<file path="config.mk">
export PLATFORM = sky130hd
export DESIGN_NAME = dlqc_packer
export DESIGN_NICKNAME = d
export VERILOG_FILES = /design/src/dlqc_pkg.sv /design/src/dlqc_packer.sv
export SDC_FILE = /design/constraint.sdc
export NUM_CORES = 1
export LEC_CHECK = 0
export BUFFER_PORTS_ARGS = -buffer_cell sky130_fd_sc_hd__clkbuf_2
export CAP_MARGIN = 0
export CORE_MARGIN = 3
export CORE_UTILIZATION = 53
export CTS_BUF_LIST = sky130_fd_sc_hd__clkbuf_4
export DETAILED_ROUTE_END_ITERATION = 7
export PLACE_DENSITY_LB_ADDON = 0.25
export SYNTH_ARGS = -nofsm -noshare
export SYNTH_HDL_FRONTEND = slang
export SYNTH_SLANG_ARGS = --single-unit
</file>
<file path="constraint.sdc">
create_clock -name clk -period 1.9 [get_ports clk]
set_input_delay 0.19 -clock clk [delete_from_list [all_inputs] [get_ports clk]]
set_output_delay 0.19 -clock clk [all_outputs]
set_load 0.05 [all_outputs]
</file>
<file path="src/dlqc_pkg.sv">
// dlqc_pkg: shared widths, opcodes, register indexes and control structs
// for the dpcm log quantizer codec and packer. No dependencies.
package dlqc_pkg;

	// field widths
	localparam int OP_W       = 2;
	localparam int IDX_W      = 8;
	localparam int ENTRY_W    = 17;
	localparam int SAMPLE_W   = 20;
	localparam int CODE_W     = 8;
	localparam int TAB_W      = 16;
	localparam int PRED_W     = 16;
	localparam int OUT_W      = 32;
	localparam int DIFF_W     = SAMPLE_W + 1;
	localparam int MAG_W      = SAMPLE_W;
	localparam int FRAC_BITS  = 4;
	localparam int RND_W      = MAG_W - FRAC_BITS + 1;
	localparam int CB_W       = 4;
	localparam int LIN_W      = 7;
	localparam int LOG_W      = 8;
	localparam int CFG_IDX_W  = 2;
	localparam int CFG_DATA_W = 8;

	// opcodes
	localparam logic [OP_W-1:0] OP_WR_BND = 2'd0;
	localparam logic [OP_W-1:0] OP_WR_DEQ = 2'd1;
	localparam logic [OP_W-1:0] OP_ENCODE = 2'd2;
	localparam logic [OP_W-1:0] OP_DECODE = 2'd3;

	// configuration register indexes
	localparam logic [CFG_IDX_W-1:0] REG_CODE_BITS = 2'd0;
	localparam logic [CFG_IDX_W-1:0] REG_LINEAR    = 2'd1;
	localparam logic [CFG_IDX_W-1:0] REG_LOG       = 2'd2;

	// register reset values and code width limits
	localparam logic [CB_W-1:0]  CB_MIN    = 4'd2;
	localparam logic [CB_W-1:0]  CB_MAX    = 4'd8;
	localparam logic [CB_W-1:0]  CB_RESET  = 4'd5;
	localparam logic [LIN_W-1:0] LIN_RESET = 7'd4;
	localparam logic [LOG_W-1:0] LOG_RESET = 8'd12;

	// half an lsb of the Q.4 fraction, for rounding
	localparam logic [MAG_W:0] RND_HALF = 21'd8;

	// result kinds
	localparam logic KIND_WORD   = 1'b0;
	localparam logic KIND_SAMPLE = 1'b1;

	typedef struct packed {
		logic             en;
		logic [IDX_W-1:0] index;
		logic [TAB_W-1:0] value;
	} tab_wr_t;

	typedef struct packed {
		logic             start;
		logic [MAG_W-1:0] mag;
		logic [LOG_W-1:0] limit;
	} scan_req_t;

	typedef struct packed {
		logic             done;
		logic [LOG_W-1:0] idx;
	} scan_rsp_t;

	typedef struct packed {
		logic              push;
		logic [CODE_W-1:0] code;
		logic [CB_W-1:0]   nbits;
		logic              last;
	} pack_req_t;

	typedef struct packed {
		logic             full_vld;
		logic             full_fin;
		logic [OUT_W-1:0] full_word;
		logic             part_vld;
		logic [OUT_W-1:0] part_word;
	} pack_rsp_t;

	// ones in the low n bits, n up to CODE_W
	function automatic logic [CODE_W-1:0] low_mask(input logic [CB_W-1:0] n);
		logic [CODE_W-1:0] m;
		for (int i = 0; i < CODE_W; i++) begin
			m[i] = (CB_W'(i) < n);
		end
		return m;
	endfunction

endpackage

</file>
<file path="src/dlqc_packer.sv">
// dlqc_packer: lsb-first code packer with the full word and the flushed
// partial word of the last push held for emission. Depends on dlqc_pkg.
module dlqc_packer import dlqc_pkg::*; #(
	parameter int WORD_BITS = 32
) (
	input  logic      clk,
	input  logic      arst_n,
	input  pack_req_t req,
	output pack_rsp_t rsp
);

	localparam int CW   = WORD_BITS + CODE_W;
	localparam int BP_W = $clog2(CW);
	localparam int WX   = (WORD_BITS > OUT_W) ? WORD_BITS : OUT_W;

	logic [WORD_BITS-1:0] buf_q;
	logic [BP_W-1:0]      bp_q;
	logic                 full_vld_q;
	logic                 full_fin_q;
	logic                 part_vld_q;
	logic [OUT_W-1:0]     full_word_q;
	logic [OUT_W-1:0]     part_word_q;

	logic [CW-1:0]        merged;
	logic [BP_W-1:0]      bp_sum;
	logic                 full;
	logic [BP_W-1:0]      bp_next;
	logic [WORD_BITS-1:0] buf_next;
	logic [WX-1:0]        full_x;
	logic [WX-1:0]        part_x;

	// merge the code at the bit position, spill past the word boundary
	always_comb begin
		merged   = CW'(buf_q) | (CW'(req.code) << bp_q);
		bp_sum   = bp_q + BP_W'(req.nbits);
		full     = bp_sum >= BP_W'(WORD_BITS);
		bp_next  = full ? (bp_sum - BP_W'(WORD_BITS)) : bp_sum;
		buf_next = full ? WORD_BITS'(merged[CW-1:WORD_BITS]) : merged[WORD_BITS-1:0];
		full_x   = WX'(merged[WORD_BITS-1:0]);
		part_x   = WX'(buf_next);
	end

	// pack state and word flags
	always_ff @(posedge clk or negedge arst_n) begin
		if (!arst_n) begin
			buf_q      <= '0;
			bp_q       <= '0;
			full_vld_q <= 1'b0;
			full_fin_q <= 1'b0;
			part_vld_q <= 1'b0;
		end else if (req.push) begin
			full_vld_q <= full;
			full_fin_q <= req.last && (bp_next == '0);
			part_vld_q <= req.last && (bp_next != '0);
			buf_q      <= req.last ? '0 : buf_next;
			bp_q       <= req.last ? '0 : bp_next;
		end
	end

	// word payload
	always_ff @(posedge clk) begin
		if (req.push) begin
			full_word_q <= full_x[OUT_W-1:0];
			part_word_q <= part_x[OUT_W-1:0];
		end
	end

	assign rsp.full_vld  = full_vld_q;
	assign rsp.full_fin  = full_fin_q;
	assign rsp.full_word = full_word_q;
	assign rsp.part_vld  = part_vld_q;
	assign rsp.part_word = part_word_q;

	a_bp_below_word: assert property (@(posedge clk) disable iff (!arst_n)
		bp_q < BP_W'(WORD_BITS))
		else $error("bit position reached the word size");

	a_last_flushes: assert property (@(posedge clk) disable iff (!arst_n)
		req.push && req.last |=> (full_vld_q || part_vld_q) && (bp_q == '0))
		else $error("stream end left no word or left bits behind");

endmodule

</file>
---- Word-level counts from Yosys, hierarchy flattened ----
Cells that the tools add are included.
storage, ports and cells
  register bits ........................... 105
  bits in latches ......................... 0
  bits in writable memories ............... 0
  ROM bits ................................ 0
  word-level logic and storage cells ...... 20
  memories ................................ 0
cells by class
  add/sub/neg operators ................... 2
  multipliers ............................. 0
  divide/modulo/power cells ............... 0
  magnitude comparators ................... 1
  equality and inequality tests ........... 0
  shift operators ......................... 1
  multiplexer cells ....................... 4
  bitwise gates (word level) .............. 1
  reduce and logical (&&, ||, !) cells .... 4
operators with widths
  operator             count
  $mux 32              2
  $or 32x40->40        1
  $shl 8x6->40         1
  $mux 6               2
  $add 6x4->6          1
  $ge 6x6->1 const B   1
  $logic_not 6->1      1
  $reduce_bool 6->1    1
  $sub 6x6->6 const B  1
  $logic_and 1x1->1    2

---- Depth between registers and ports, before layout ----
  word-level depth ........................ 5
  mapped depth ............................ 8
  mapped depth without buffers ............ 8

---- Worst setup path before layout ----
OpenSTA, ideal clock, no wires.
  kind .................................... reg2reg
  start ................................... register bp_q[3]
  end ..................................... register buf_q[10]
  arrival ................................. 1.943 ns
  setup slack ............................. -0.164 ns
  stages on the path, launching flop included .. 8
  path buffers ............................ 1
  period minus slack after synthesis ...... 2.064 ns
  cell sequence ........................... dfrtp_1 -> ha_1 -> a21oi_1 -> o22ai_4 -> xor2_2 -> o21ai_1 -> clkbuf_1 -> a22o_1
on the way
  cells in the longest elaborated chain, start to end .. 4
RTL lines
  element                                      line                                  source
  start, declared                              dlqc_packer.sv:17                     logic [BP_W-1:0] bp_q;
  start signal, assigned                       dlqc_packer.sv:56                     bp_q <= req.last ? '0 : bp_next;
  $add 6x4->6 or $shl 8x6->40 (tied branches)  dlqc_packer.sv:35, dlqc_packer.sv:34
  $ge 6x6->1 or $or 32x40->40 (tied branches)  dlqc_packer.sv:36, dlqc_packer.sv:34
  $mux 32 (*)                                  dlqc_packer.sv:38                     buf_next = full ? WORD_BITS'(merged[CW-1:WORD_BITS]) : merged[WORD_BITS-1:0];
  $mux 32 (*)                                  dlqc_packer.sv:55                     buf_q <= req.last ? '0 : buf_next;
  end signal, assigned                         dlqc_packer.sv:55
  end, declared                                dlqc_packer.sv:16                     logic [WORD_BITS-1:0] buf_q;
Every way passes the cells marked *; elsewhere a longest branch is shown, timed or not.
A chain may end at the register's enable or synchronous reset.

---- Final worst setup path ----
  start ................................... register bp_q[0]
  end ..................................... register part_word_q[27], data pin
on the way
  cells in the longest elaborated chain, start to end .. 3
RTL lines
  element               line               source
  $shl 8x6->40          dlqc_packer.sv:34  merged = CW'(buf_q) | (CW'(req.code) << bp_q);
  $or 32x40->40         dlqc_packer.sv:34
  net merged[27]        dlqc_packer.sv:24  logic [CW-1:0] merged;
  $mux 32               dlqc_packer.sv:38
  net buf_next[27]      dlqc_packer.sv:28  logic [WORD_BITS-1:0] buf_next;
  end signal, assigned  dlqc_packer.sv:64  part_word_q <= part_x[OUT_W-1:0];
  end, declared         dlqc_packer.sv:22  logic [OUT_W-1:0] part_word_q;
The timed path passes the listed nets, and every way through them passes these cells.

==> metrics.md <==
| Metric | Value |
|---|---|
| Req. time, crit path | `2.15 ns` |
| Mux cell area share after synthesis | `6.552%` |
| Gate Count Post-Synth | `396` |
| Placeable Area | `8891 µm²` |
| Largest family of logic cells by synthesized area | `compound AO/OA/AOI/OAI gates` |
| Pin count of the biggest net entering global routing | `48` |
| Num Clock Sinks | `105` |
| Worst slew pin tran | `0.8566 ns` |
| Layout cells sized above 1 | `56.19%` |
| Initial antenna violation count | `0` |
| Netlist cell types | `59` |
| Drt pass-1 iters | `5` |
| Yosys warns | `0` |
| Final hold slack | `0.08203 ns` |
| Mapped Nets | `417` |
| Total negative slack | `-15.53 ns` |
| Power per Cell Area | `1241 nW/µm²` |
| Via-to-Cell Ratio | `6.216` |
| Element type at the critical path start | `register` |
| Skew-Pair Late Insertion Delay | `0.46 ns` |
| Leading area contributor after synthesis | `edfxtp_1` |
| CTS Buf Count | `9` |
| Net Sw Frac | `42.75%` |
| Clock network power share | `14.4%` |
| Final instance area | `7193 µm²` |
| Setup crit end kind | `register` |
| Synth Area in XOR/XNOR | `1.008%` |
| Outcome | `finished with violations` |
| FF-to-FF Start | `bp_q[0]$_DFFE_PN0P_` |
| I/O pin cnt | `83` |
| Final ANT Viol Nets | `0` |
| Number of diodes | `0` |
| Asr flop ratio synth | `39.05%` |
| GPL Wtd Cong | `0.8983` |
| Layout area overhead | `44.88%` |
| Switching pwr | `3.817 mW` |
| Die X | `102.8 µm` |
| Vias | `4289` |
| Cell row count | `34` |
| Final Hold Vio Count | `0` |
| Most common library cells after synthesis | `edfxtp_1 (64), dfrtp_1 (41), inv_1 (30), nor2_1 (30), nand2_1 (21)` |
| Seq/Total Area, Yosys | `59.38%` |
| Hold_sp | `req[0]` |
| Worst slew margin | `42.89%` |
| Htree depth | `3` |
| Ys flop type | `edfxtp_1` |
| WS Path Type | `reg -> reg` |
| Crit path max fanout | `8` |
| Synth Register Bits | `105` |
| Seq pwr share | `36.0%` |
| Final WL | `14.79 mm` |
| CP Data Arrival Time | `2.48 ns` |
| Internal | `5.111 mW` |
| Worst setup margin | `-0.3342 ns` |
| Grt ovf | `0` |
| Post-layout min period | `2.234 ns` |
| Port bufs | `82` |
| CTS tree | `built` |
| Area share of fa/ha/maj cells after synthesis | `1.411%` |
| Top cell type's share of synthesized area | `38.71%` |
| Clk slew on worst S/H paths | `0.19 ns` |
| Period utilisation layout | `117.6%` |
| Root Buffer | `clkbuf_4` |
| Leak | `3.156 nW` |
| Clk buf depth | `2` |
| Global Route Usage Sum | `25.43%` |
| Vias in the first global route | `3924` |
| Die Area | `10560 µm²` |
| Mapped Area | `4965 µm²` |
| Total power | `8.928 mW` |
| Compound-cell area share of the yosys netlist | `16.51%` |
| Register area | `2952 µm²` |
| Multi-input logic area | `2419 µm²` |
| First-pass GRT wire length | `20.42 mm` |
| Post-synth EDFFs | `64` |
| Final setup fails | `95` |
| Simple-Gate Fraction of Synth Area | `10.08%` |
| CP Launch Point | `bp_q[0]$_DFFE_PN0P_` |
| Initial Util | `55.84%` |
| Filler cell count | `479` |
| Final Max Slew Viols | `0` |
| RSZ-0062 raised after global routing | `yes` |
| Violated checks | `negative setup slack` |
| DRC Markers | `0` |
| Worst hold path type | `in -> reg` |
| DP Wirelength | `8.432 mm` |
| Comb pwr share | `49.6%` |
| MaxCap Viol Count | `0` |
| Clock skew | `0.02323 ns` |
| VDD IR max | `680.4 µV` |
| Drt wl/cell | `21.44 µm` |
| Most frequent cell after synthesis | `edfxtp_1` |
| F_max | `447.6 MHz` |
| Chip height | `102.8 µm` |
| Top post-synthesis cells by area | `edfxtp_1 (39%), dfrtp_1 (21%), mux4_2 (2.7%)` |
| Nets | `598` |
| Initial DRC Count | `331` |
| Mapped Avg Cell Area | `12.54 µm²` |
| Placed cell areas | `5983 µm²` |
worst paths after layout:
check / endpoint / slack, ns / cells past startpoint
worst max-delay path: part_word_q[27]$_DFFE_PP_ / -0.33 / 6
worst min-delay path: buf_q[7]$_DFFE_PN0P_ / 0.08 / 2
worst max register to register: part_word_q[27]$_DFFE_PP_ / -0.33 / 6
worst min register to register: buf_q[28]$_DFFE_PN0P_ / 0.52 / 1
max in group asynchronous: buf_q[18]$_DFFE_PN0P_ / 0.84 / 3
min in group asynchronous: buf_q[6]$_DFFE_PN0P_ / 0.33 / 2
placed cells by master, fill, tap and decap left out, types with 3 or more instances in the layout:
| master | n |
|---|---|
| buf_4 | 81 |
| clkbuf_2 | 81 |
| edfxtp_1 | 64 |
| dfrtp_1 | 38 |
| buf_6 | 28 |
| inv_1 | 24 |
| nor2_1 | 21 |
| nand2_1 | 15 |
| and2_1 | 14 |
| a21o_1 | 12 |
| a22o_1 | 11 |
| clkbuf_4 | 9 |
| nor2b_1 | 8 |
| mux4_2 | 7 |
| o32ai_2 | 7 |
| a32o_1 | 7 |
| nor2_4 | 6 |
| mux2i_1 | 5 |
| inv_2 | 5 |
| a21oi_4 | 5 |
| nand2_2 | 5 |
| o22ai_2 | 5 |
| a221oi_2 | 5 |
| o21ai_0 | 5 |
| o22ai_1 | 5 |
| mux2_4 | 4 |
| a21oi_2 | 4 |
| ha_4 | 4 |
| nand2b_1 | 3 |
| o22ai_4 | 3 |
| and2_4 | 3 |
| nor3_1 | 3 |
| a22oi_2 | 3 |
| nor3_2 | 3 |
| o21bai_1 | 3 |
| nor2_2 | 3 |
| a211oi_2 | 3 |
| o2bb2ai_2 | 3 |
| dfrtp_2 | 3 |
| inv_6 | 3 |
metrics by stage:
stage	std cells	utilization (%)	setup WS (ns)
2_1_floorplan	396	-	-0.1012
3_3_place_gp	631	67.30	-0.2897
3_5_place_dp	631	67.30	-0.3465
4_1_cts	674	76.01	-0.2124
5_1_grt	690	80.90	-0.3758
6_report	690	80.90	-0.3342
cells by family after synthesis:
family,Yosys count
fa+ha+maj,5
compound gates,104
buf+inv,56
xor+xnor,4
flops,105
simple gates,101
mux,21
layout make-up:
cell class | count | area share, %
inverters | 31 | 1.722
clock buffers | 9 | 0.9393
multi-input cells | 235 | 33.62
flip-flops and latches | 105 | 41.03
clock inverters | 7 | 1.287
well taps | 108 | 1.879
repair buffers | 195 | 19.52
worst max-delay path, cell delays in order (launching register included):
cell and delay, ns:
dfrtp_2 0.54, mux4_2 0.59, buf_4 0.19, a22oi_2 0.20, nor2_1 0.10, or2_1 0.24
and2_1 0.16
what timing repair did:
| action | CTS | global route |
|---|---|---|
| cloned | 2 | 1 |
| hold endpoints to repair | 33 | 0 |
| pin swaps | 39 | 26 |
| buffers inserted | 26 | 16 |
| hold buffers | 2 | 0 |
| gates resized for setup | 91 | 64 |
| endpoints found under the setup margin | 95 | 99 |
power groups by stage:
stage          sequential, mW  clock, mW  combinational [mW]
2_1_floorplan            4.23          0                1.32
4_1_cts                  3.19       1.28                3.93
3_3_place_gp             3.22          0                3.36
5_1_grt                  3.26       1.36                4.64
3_5_place_dp             3.23          0                3.41
6_report                 3.21       1.28                4.43
registers in the layout, indices dropped and copies added (netlist names):
signal       flops
full_fin_q       1
full_vld_q       1
part_vld_q       1
part_word_q     32
full_word_q     32
bp_q             6
buf_q           32
layer usage:
layer  vias to the layer above  share of wire, %  GRT usage (%)
li1                       1840                 -              -
met1                      2118                40          34.33
met2                       273                49          41.61
met3                        58               7.2          4.533
met4                         0               4.2          9.363
met5                         -                 0              0
No activity file was read; power rests on OpenSTA's default activity.
