[src/dlqc_pkg.sv]
// dlqc_pkg: shared widths, opcodes, register indexes and control structs
// for the dpcm log quantizer codec and packer. No dependencies.
package dlqc_pkg;

	// field widths
	localparam int OP_W       = 2;
	localparam int IDX_W      = 8;
	localparam int ENTRY_W    = 17;
	localparam int SAMPLE_W   = 20;
	localparam int CODE_W     = 8;
	localparam int TAB_W      = 16;
	localparam int PRED_W     = 16;
	localparam int OUT_W      = 32;
	localparam int DIFF_W     = SAMPLE_W + 1;
	localparam int MAG_W      = SAMPLE_W;
	localparam int FRAC_BITS  = 4;
	localparam int RND_W      = MAG_W - FRAC_BITS + 1;
	localparam int CB_W       = 4;
	localparam int LIN_W      = 7;
	localparam int LOG_W      = 8;
	localparam int CFG_IDX_W  = 2;
	localparam int CFG_DATA_W = 8;

	// opcodes
	localparam logic [OP_W-1:0] OP_WR_BND = 2'd0;
	localparam logic [OP_W-1:0] OP_WR_DEQ = 2'd1;
	localparam logic [OP_W-1:0] OP_ENCODE = 2'd2;
	localparam logic [OP_W-1:0] OP_DECODE = 2'd3;

	// configuration register indexes
	localparam logic [CFG_IDX_W-1:0] REG_CODE_BITS = 2'd0;
	localparam logic [CFG_IDX_W-1:0] REG_LINEAR    = 2'd1;
	localparam logic [CFG_IDX_W-1:0] REG_LOG       = 2'd2;

	// register reset values and code width limits
	localparam logic [CB_W-1:0]  CB_MIN    = 4'd2;
	localparam logic [CB_W-1:0]  CB_MAX    = 4'd8;
	localparam logic [CB_W-1:0]  CB_RESET  = 4'd5;
	localparam logic [LIN_W-1:0] LIN_RESET = 7'd4;
	localparam logic [LOG_W-1:0] LOG_RESET = 8'd12;

	// half an lsb of the Q.4 fraction, for rounding
	localparam logic [MAG_W:0] RND_HALF = 21'd8;

	// result kinds
	localparam logic KIND_WORD   = 1'b0;
	localparam logic KIND_SAMPLE = 1'b1;

	typedef struct packed {
		logic             en;
		logic [IDX_W-1:0] index;
		logic [TAB_W-1:0] value;
	} tab_wr_t;

	typedef struct packed {
		logic             start;
		logic [MAG_W-1:0] mag;
		logic [LOG_W-1:0] limit;
	} scan_req_t;

	typedef struct packed {
		logic             done;
		logic [LOG_W-1:0] idx;
	} scan_rsp_t;

	typedef struct packed {
		logic              push;
		logic [CODE_W-1:0] code;
		logic [CB_W-1:0]   nbits;
		logic              last;
	} pack_req_t;

	typedef struct packed {
		logic             full_vld;
		logic             full_fin;
		logic [OUT_W-1:0] full_word;
		logic             part_vld;
		logic [OUT_W-1:0] part_word;
	} pack_rsp_t;

	// ones in the low n bits, n up to CODE_W
	function automatic logic [CODE_W-1:0] low_mask(input logic [CB_W-1:0] n);
		logic [CODE_W-1:0] m;
		for (int i = 0; i < CODE_W; i++) begin
			m[i] = (CB_W'(i) < n);
		end
		return m;
	endfunction

endpackage

[src/dlqc_bnd_scan.sv]
// dlqc_bnd_scan: boundary table memory and the sequential boundary search,
// one entry compared per cycle. Depends on dlqc_pkg.
module dlqc_bnd_scan import dlqc_pkg::*; #(
	parameter int BOUNDARY_DEPTH = 128
) (
	input  logic      clk,
	input  logic      arst_n,
	input  tab_wr_t   wr,
	input  scan_req_t req,
	output scan_rsp_t rsp
);

	localparam int               BA_W    = $clog2(BOUNDARY_DEPTH);
	localparam logic [IDX_W:0]   DEPTH_X = (IDX_W + 1)'(BOUNDARY_DEPTH);
	localparam logic [LOG_W-1:0] DEPTH_L = LOG_W'(BOUNDARY_DEPTH);

	logic [TAB_W-1:0] mem [BOUNDARY_DEPTH];
	logic [TAB_W-1:0] rd_s1;
	logic             chk_s1;
	logic [LOG_W-1:0] k_s1;
	logic [LOG_W-1:0] n_q;
	logic [LOG_W-1:0] lim_q;
	logic [MAG_W-1:0] mag_q;
	logic             done_q;
	logic [LOG_W-1:0] idx_q;

	logic [LOG_W-1:0] n_start;
	logic [LOG_W-1:0] k_nxt;
	logic [BA_W-1:0]  rd_addr;
	logic             hit;
	logic             at_end;

	// entries to compare, next address, compare of the entry just read
	always_comb begin
		n_start = (req.limit > DEPTH_L) ? DEPTH_L : req.limit;
		k_nxt   = k_s1 + LOG_W'(1);
		rd_addr = req.start ? '0 : k_nxt[BA_W-1:0];
		hit     = mag_q < MAG_W'(rd_s1);
		at_end  = (k_nxt == n_q);
	end

	// table memory: one write port, one registered read port
	always_ff @(posedge clk) begin
		if (wr.en && ({1'b0, wr.index} < DEPTH_X)) begin
			mem[wr.index[BA_W-1:0]] <= wr.value;
		end
		rd_s1 <= mem[rd_addr];
	end

	// search control
	always_ff @(posedge clk or negedge arst_n) begin
		if (!arst_n) begin
			chk_s1 <= 1'b0;
			done_q <= 1'b0;
		end else begin
			done_q <= 1'b0;
			if (req.start) begin
				if (n_start == '0) begin
					done_q <= 1'b1;
				end else begin
					chk_s1 <= 1'b1;
				end
			end else if (chk_s1 && (hit || at_end)) begin
				chk_s1 <= 1'b0;
				done_q <= 1'b1;
			end
		end
	end

	// search operands and result index
	always_ff @(posedge clk) begin
		if (req.start) begin
			mag_q <= req.mag;
			lim_q <= req.limit;
			n_q   <= n_start;
			k_s1  <= '0;
			idx_q <= req.limit;
		end else if (chk_s1) begin
			k_s1  <= k_nxt;
			idx_q <= hit ? k_s1 : lim_q;
		end
	end

	assign rsp.done = done_q;
	assign rsp.idx  = idx_q;

	a_done_follows_work: assert property (@(posedge clk) disable iff (!arst_n)
		done_q |-> $past(req.start || chk_s1))
		else $error("boundary search done without a search in flight");

	a_idx_in_range: assert property (@(posedge clk) disable iff (!arst_n)
		done_q |-> (idx_q <= lim_q))
		else $error("boundary index beyond the log level limit");

endmodule

[config.mk]
export PLATFORM = sky130hd
export DESIGN_NAME = dlqc_bnd_scan
export DESIGN_NICKNAME = d
export VERILOG_FILES = /design/src/dlqc_pkg.sv /design/src/dlqc_bnd_scan.sv
export SDC_FILE = /design/constraint.sdc
export NUM_CORES = 2
export LEC_CHECK = 0
export BUFFER_PORTS_ARGS = -buffer_cell sky130_fd_sc_hd__buf_2
export CAP_MARGIN = 10
export CORE_UTILIZATION = 59
export CTS_BUF_LIST = sky130_fd_sc_hd__clkbuf_4 sky130_fd_sc_hd__clkbuf_8
export CTS_CLUSTER_SIZE = 30
export DETAILED_ROUTE_END_ITERATION = 8
export PLACE_DENSITY = 0.78
export SLEW_MARGIN = 20
export SYNTH_ARGS = -nofsm -noshare
export SYNTH_HDL_FRONTEND = slang
export SYNTH_SLANG_ARGS = --single-unit
[constraint.sdc]
create_clock -name clk -period 2.7 [get_ports clk]
set_input_delay 0.54 -clock clk [delete_from_list [all_inputs] [get_ports clk]]
set_output_delay 0.54 -clock clk [all_outputs]
set_load 0.01 [all_outputs]
; ---- Word-level counts from Yosys, hierarchy flattened
; Memories as Yosys holds them, arrays and structs flattened. A register that Yosys moved wholly into a read port is not among the register bits.
; Index checks and enable logic that the tools add are counted.
[word_totals]
in_bits = 56
mem_bits_rw = 2048
word_cells = 34
output_inout_bits = 9
regBits = 54
mem_count = 1
[classes]
n_reduce_logical = 7
n_eq_ne = 2
addsub = 1
order_cmp = 3
mux = 13
[mem_list]
columns = name, depth, width, read_ports, rd_clocked_by_memory_dff, write_ports, line_no
row1 = mem, 128, 16, 1, 1, 1, dlqc_bnd_scan.sv:17  ; logic [TAB_W-1:0] mem [BOUNDARY_DEPTH];
[ops]
columns = operator, count
row1 = two-way mux 8 bit, 4
row2 = < comparator 20 x 16 -> 1 bit, 1
row3 = "adder 8 x 1 -> 8 bit, second input constant", 1
row4 = equality test 8 bit, 1
row5 = "> comparator 8 bit, second input constant", 1
row6 = logical NOT 8 bit, 1
row7 = "< comparator 8 bit, second input constant", 1
row8 = two-way mux 1 bit, 8
row9 = two-way mux 7 bit, 1
row10 = nonzero test 2 bit, 2
row11 = logical AND 1 bit, 2
row12 = "!= test 2 bit, second input constant", 1
row13 = AND reduction 2 bit, 1
row14 = logical OR 1 bit, 1

; ---- Longest topological paths before layout
[logic_depth]
ltp_word = 6
depth_mapped = 13
depth_no_buf = 10

; ---- Worst setup path before layout
; OpenSTA, ideal clock, no wires.
[synth_path]
kind = in2reg
startpoint = in wr[17] in the netlist's numbering
endpoint = mem mem[110][0], enable pin
path_buffers = 2
required_ns = 2.312
cell_stages = 5
arrival_ns = 2.359
setup_slack_ns = -0.047
setup_ns = 0.388
path_cell_list = clkbuf_1 nand3b_1 or3b_2 clkbuf_1 nor2_1
[synth_between]
elab_chain_cells = 4
[synth_lines]
columns = element, line_no
row1 = from (decl), dlqc_bnd_scan.sv:8  ; input tab_wr_t wr,
row2 = < comparator 8 bit, dlqc_bnd_scan.sv:44  ; if (wr.en && ({1'b0, wr.index} < DEPTH_X)) begin
row3 = logical AND 1 bit, dlqc_bnd_scan.sv:44
row4 = two-way mux 1 bit, dlqc_bnd_scan.sv:44
row5 = two-way mux 1 bit (not written as such), dlqc_bnd_scan.sv:45  ; mem[wr.index[BA_W-1:0]] <= wr.value;
row6 = to (decl), dlqc_bnd_scan.sv:17
; Several ways; a longest one is shown, not always the timed one.

; ---- Final worst setup path
[layout_path]
startpoint = reg k_s1[0]
endpoint = reg rd_s1[10] (read register of mem)
[layout_between]
elab_chain_cells = 2
[layout_lines]
columns = element, line_no
row1 = from (decl), dlqc_bnd_scan.sv:20  ; logic [LOG_W-1:0] k_s1;
row2 = from (signal assigned), dlqc_bnd_scan.sv:79  ; k_s1 <= k_nxt;
row3 = adder 8 x 1 -> 8 bit, dlqc_bnd_scan.sv:36  ; k_nxt = k_s1 + LOG_W'(1);
row4 = two-way mux 7 bit, dlqc_bnd_scan.sv:37  ; rd_addr = req.start ? '0 : k_nxt[BA_W-1:0];
row5 = to (decl), dlqc_bnd_scan.sv:18  ; logic [TAB_W-1:0] rd_s1;
; No other way between the ends.
; A chain may end at the register's enable or synchronous reset.

==> impl_metrics.env <==
export IMPL_antenna_found_initial=11
export IMPL_power_density_mw_per_mm2=728
export IMPL_post_dp_hpwl_um=156000
export IMPL_grt_usage_pct=35.9
export IMPL_maxSlewViolCount=0
export IMPL_synth_warnings=0
export IMPL_r2r_slack_ps=-610
export IMPL_hp_class="in -> reg"
export IMPL_yosysUniqueCellTypes=68
export IMPL_grt_pass1_vias=54000
export IMPL_cp_slowest_stage_delay_ps=470
export IMPL_synth_seq_cells=2118
export IMPL_clock_fmax_mhz=302
export IMPL_tritoncts="built"
export IMPL_cp_top_family="compound AO/OA/AOI/OAI gates"
export IMPL_cp_start_kind="flop"
export IMPL_dieArea_mm2=0.143
export IMPL_start_util_pct=59.6
export IMPL_clock_sinks=2118
export IMPL_synth_edf_count=2092
export IMPL_drt_iter0_drc=9580
export IMPL_drive_above_1_share_pct=29.5
export IMPL_worst_path_max_delay_cell="nor3_2"
export IMPL_worstMarginPinSlew_ps=969
export IMPL_max_slew_margin_pct=35.4
export IMPL_worstPathRequired_ps=3630
export IMPL_leakagePower_uw=0.0344
export IMPL_ant_nets=0
export IMPL_r2r_start="k_s1[0]"
export IMPL_finClkSkew_ps=89.6
export IMPL_layout_cells_non_filler=8214
export IMPL_insertion_delay_ps=1080
export IMPL_fin_crit_ps=3310
export IMPL_synth_avg_cell_area_um2=16.0
export IMPL_avgViaCountPerCell=6.77
export IMPL_crit_buf_inv=5
export IMPL_routedWlPerCell_um=32.0
export IMPL_dp_cells=7493
export IMPL_cp_max_fo=6
export IMPL_syn_cell_area_mm2=0.0834
export IMPL_dr_pass1_iters=6
export IMPL_die_h_um=378
export IMPL_sw_frac_of_total_pct=26.0
export IMPL_die_w_um=378
export IMPL_path_common_cell="buf_8"
export IMPL_combPwrFrac_pct=13.8
export IMPL_hold_depth=1
export IMPL_h_tree_depth=5
export IMPL_ioPinCount=65
export IMPL_r2r_end="rd_s1[10]"
export IMPL_layout_setup_ws_ps=-612
export IMPL_rsz0062_at_grt="true"
export IMPL_end_kind="flop"
export IMPL_syn_inst=5206
export IMPL_p_seq_share_pct=49.4
export IMPL_synth_top_area_share_pct=75.3
export IMPL_final_nets=6159
export IMPL_intPower_uw=54800
export IMPL_routed_wl_um=263000
export IMPL_ys_top_cells_by_count="2,092 x edfxtp_1, 907 x nand2_1, 313 x nand3_1"
export IMPL_row_count=137
export IMPL_path_class="reg -> reg"
export IMPL_cts_inserted_buffers=340
export IMPL_setup_viol=16
export IMPL_status="complete, but fails checks"
export IMPL_cts_root_buf="clkbuf_8"
export IMPL_fin_crit_sh_pct=123
export IMPL_max_cap_violations=0
export IMPL_yosysMostFrequentCell="edfxtp_1"
export IMPL_clk_pin_slew_ps=70
export IMPL_numPortBuffers=64
export IMPL_switching_power_uw=19200
export IMPL_arrival_ps=4240
export IMPL_hold_viol=0
export IMPL_vias=55600
export IMPL_clk_path_buf_depth=4
export IMPL_async_reset_ff_share_pct=0.0944
export IMPL_drc=0
export IMPL_synthFlopType="edfxtp_1"
export IMPL_grt_max_degree=129
export IMPL_holdPathEnd="mem[19][6]"
export IMPL_crit_path_cell_trace="ha_4 > buf_8 > xnor2_4 > nor2_8 > buf_12 > buf_16 > buf_8 > buf_6 > mux2i_2 > a211oi_1 > o41ai_2 > a21oi_2 > nor3_2 > o22ai_1"
export IMPL_syn_nets=5278
export IMPL_grt_pass1_wl_um=365000
export IMPL_fillers=7607
export IMPL_hold_ws_ps=131
export IMPL_worstRegToRegCells=14
export IMPL_grt_overflow=0
export IMPL_layout_area_overhead_vs_synth_pct=21.9
export IMPL_synth_area_top_cells="edfxtp_1 75%, mux4_2 5.6%, nand2_1 4.1%"
export IMPL_globalplace_congestion=0.977
export IMPL_p_clk_share_pct=36.8
export IMPL_core_area_mm2=0.140
export IMPL_synth_top_area_cell="edfxtp_1"
export IMPL_violations="negative setup slack"
export IMPL_hold_path_startpoint="wr[6]"
export IMPL_yosysSeqAreaShare_pct=76.0
export IMPL_max_vdd_ir_drop_mv=0.553
-- kinds of logic (layout without fill, tap and decap cells) --
group	count (synthesis)	in the layout	synth area share (%)
other	0	9	0
AOI/OAI and AO/OA	740	740	6.04
xor gates and xnor gates	20	20	0.233
and+or+nand+nor	1645	1645	8.62
adders and majority gates	16	16	0.240
DFF	2118	2118	76.0
muxes	306	306	6.82
buffers and inverters	361	1484	2.09
-- registers in the layout (all words and copies together), names as in the netlist --
| name | flops |
|---|---|
| mem | 2048 |
| chk_s1 | 1 |
| done_q | 1 |
| rd_s1 | 16 |
| lim_q | 8 |
| k_s1 | 8 |
| n_q | 8 |
| idx_q | 8 |
| mag_q | 20 |
-- cell type report --
cell class              instances  area (um^2)  share of cell area (%)
flip-flops and latches       2118        63400                    62.3
clock buffers                 456         5690                    5.60
repair buffers                880         9540                    9.38
inverters                      20         80.1                  0.0787
diodes                          9         22.5                  0.0221
well taps                    1876         2350                    2.31
clock inverters               128          821                   0.807
multi-input cells            2727        19800                    19.5
-- per-layer routing --
layer | GRT usage, % | vias up | part of all wire [%]
met5 | 0 | - | 0.021
met4 | 22.3 | 10 | 7.6
met3 | 11.3 | 1122 | 16
met2 | 53.5 | 5303 | 45
met1 | 46.2 | 27100 | 32
li1 | - | 22100 | -
-- cells in the final DEF, fill, tap and decap left out, types with 17 or more instances in the layout --
cell type      netlist  final
a31oi_1            106     94
mux2_2              20     17
o22ai_2              0     18
inv_1               19     19
buf_2              126     47
a211oi_1            72     53
o221ai_1            69     63
edfxtp_1          2092   2092
buf_12               1    169
o21ai_1              2     18
nor2_1             182    172
or2_2               74     74
clkbuf_8             0    363
mux4_2             206    206
o22ai_1            107     81
and3_1              45     43
clkinv_2             0     37
a21oi_1            103     90
nand2_1            907    892
buf_4               33    535
clkinv_1             0     74
a32oi_1             28     19
dlygate4sd3_1        0     44
mux2i_1             77     72
a311oi_1            47     41
a21o_1              28     28
nand4_1             20     20
dfxtp_1             24     22
clkbuf_4             0     93
nor2b_1             52     51
o21ai_0             94     66
buf_16               0     18
nand3_1            313    299
buf_6               12     44
-- worst max-delay path by stage --
stage	start	endpoint	slack [ps]	depth (start not counted)
2_1_floorplan	wr[17]	mem[110][0]	-50	5
6_report	k_s1[0]	rd_s1[10]	-610	14
5_1_grt	k_s1[0]	rd_s1[9]	-570	13
4_1_cts	k_s1[0]	rd_s1[11]	-460	15
3_3_place_gp	req[28]	rd_s1[0]	-1130	12
3_5_place_dp	req[28]	rd_s1[0]	-1190	12
-- power groups by stage --
stage | registers [uW] | logic, uW | clock network (uW)
after detailed placement | 37200 | 8450 | 0
after global placement | 37200 | 8250 | 0
after floorplan | 37100 | 4170 | 0
after global routing | 36500 | 10400 | 28500
final | 36500 | 10200 | 27200
after CTS | 36500 | 9260 | 27000
-- what timing repair did --
| action | in CTS | in global routing |
|---|---|---|
| gates resized for setup | 244 | 163 |
| setup buffers | 43 | 35 |
| hold buffers | 44 | 0 |
| endpoints found under the setup margin | 16 | 16 |
| gates cloned | 10 | 6 |
| hold endpoints to repair | 300 | 0 |
| pin swaps | 36 | 67 |
-- per-stage QoR --
| step | power (uW) | utilization [%] | setup slack (ps) | area, um^2 | setup TNS, ps |
|---|---|---|---|---|---|
| after floorplan | 41200 | - | -47.4 | 83400 | -20440 |
| after global placement | 45400 | 65.5 | -1130 | 91600 | -11760 |
| after detailed placement | 45600 | 65.5 | -1190 | 91600 | -12230 |
| after CTS | 72800 | 71.8 | -459 | 100000 | -5670 |
| after global routing | 75500 | 72.7 | -565 | 102000 | -7130 |
| final | 74000 | 72.7 | -612 | 102000 | -7190 |
-- worst reg2reg max path: cells and delay by family, from the launching register on --
| kind | cells | cell delay, ps |
|---|---|---|
| compound gates | 4 | 860 |
| xor+xnor | 1 | 180 |
| fa+ha+maj | 1 | 160 |
| buf+inv | 5 | 740 |
| flops | 1 | 360 |
| mux | 1 | 230 |
| simple gates | 2 | 650 |
No activity file was read; power rests on OpenSTA's default activity.
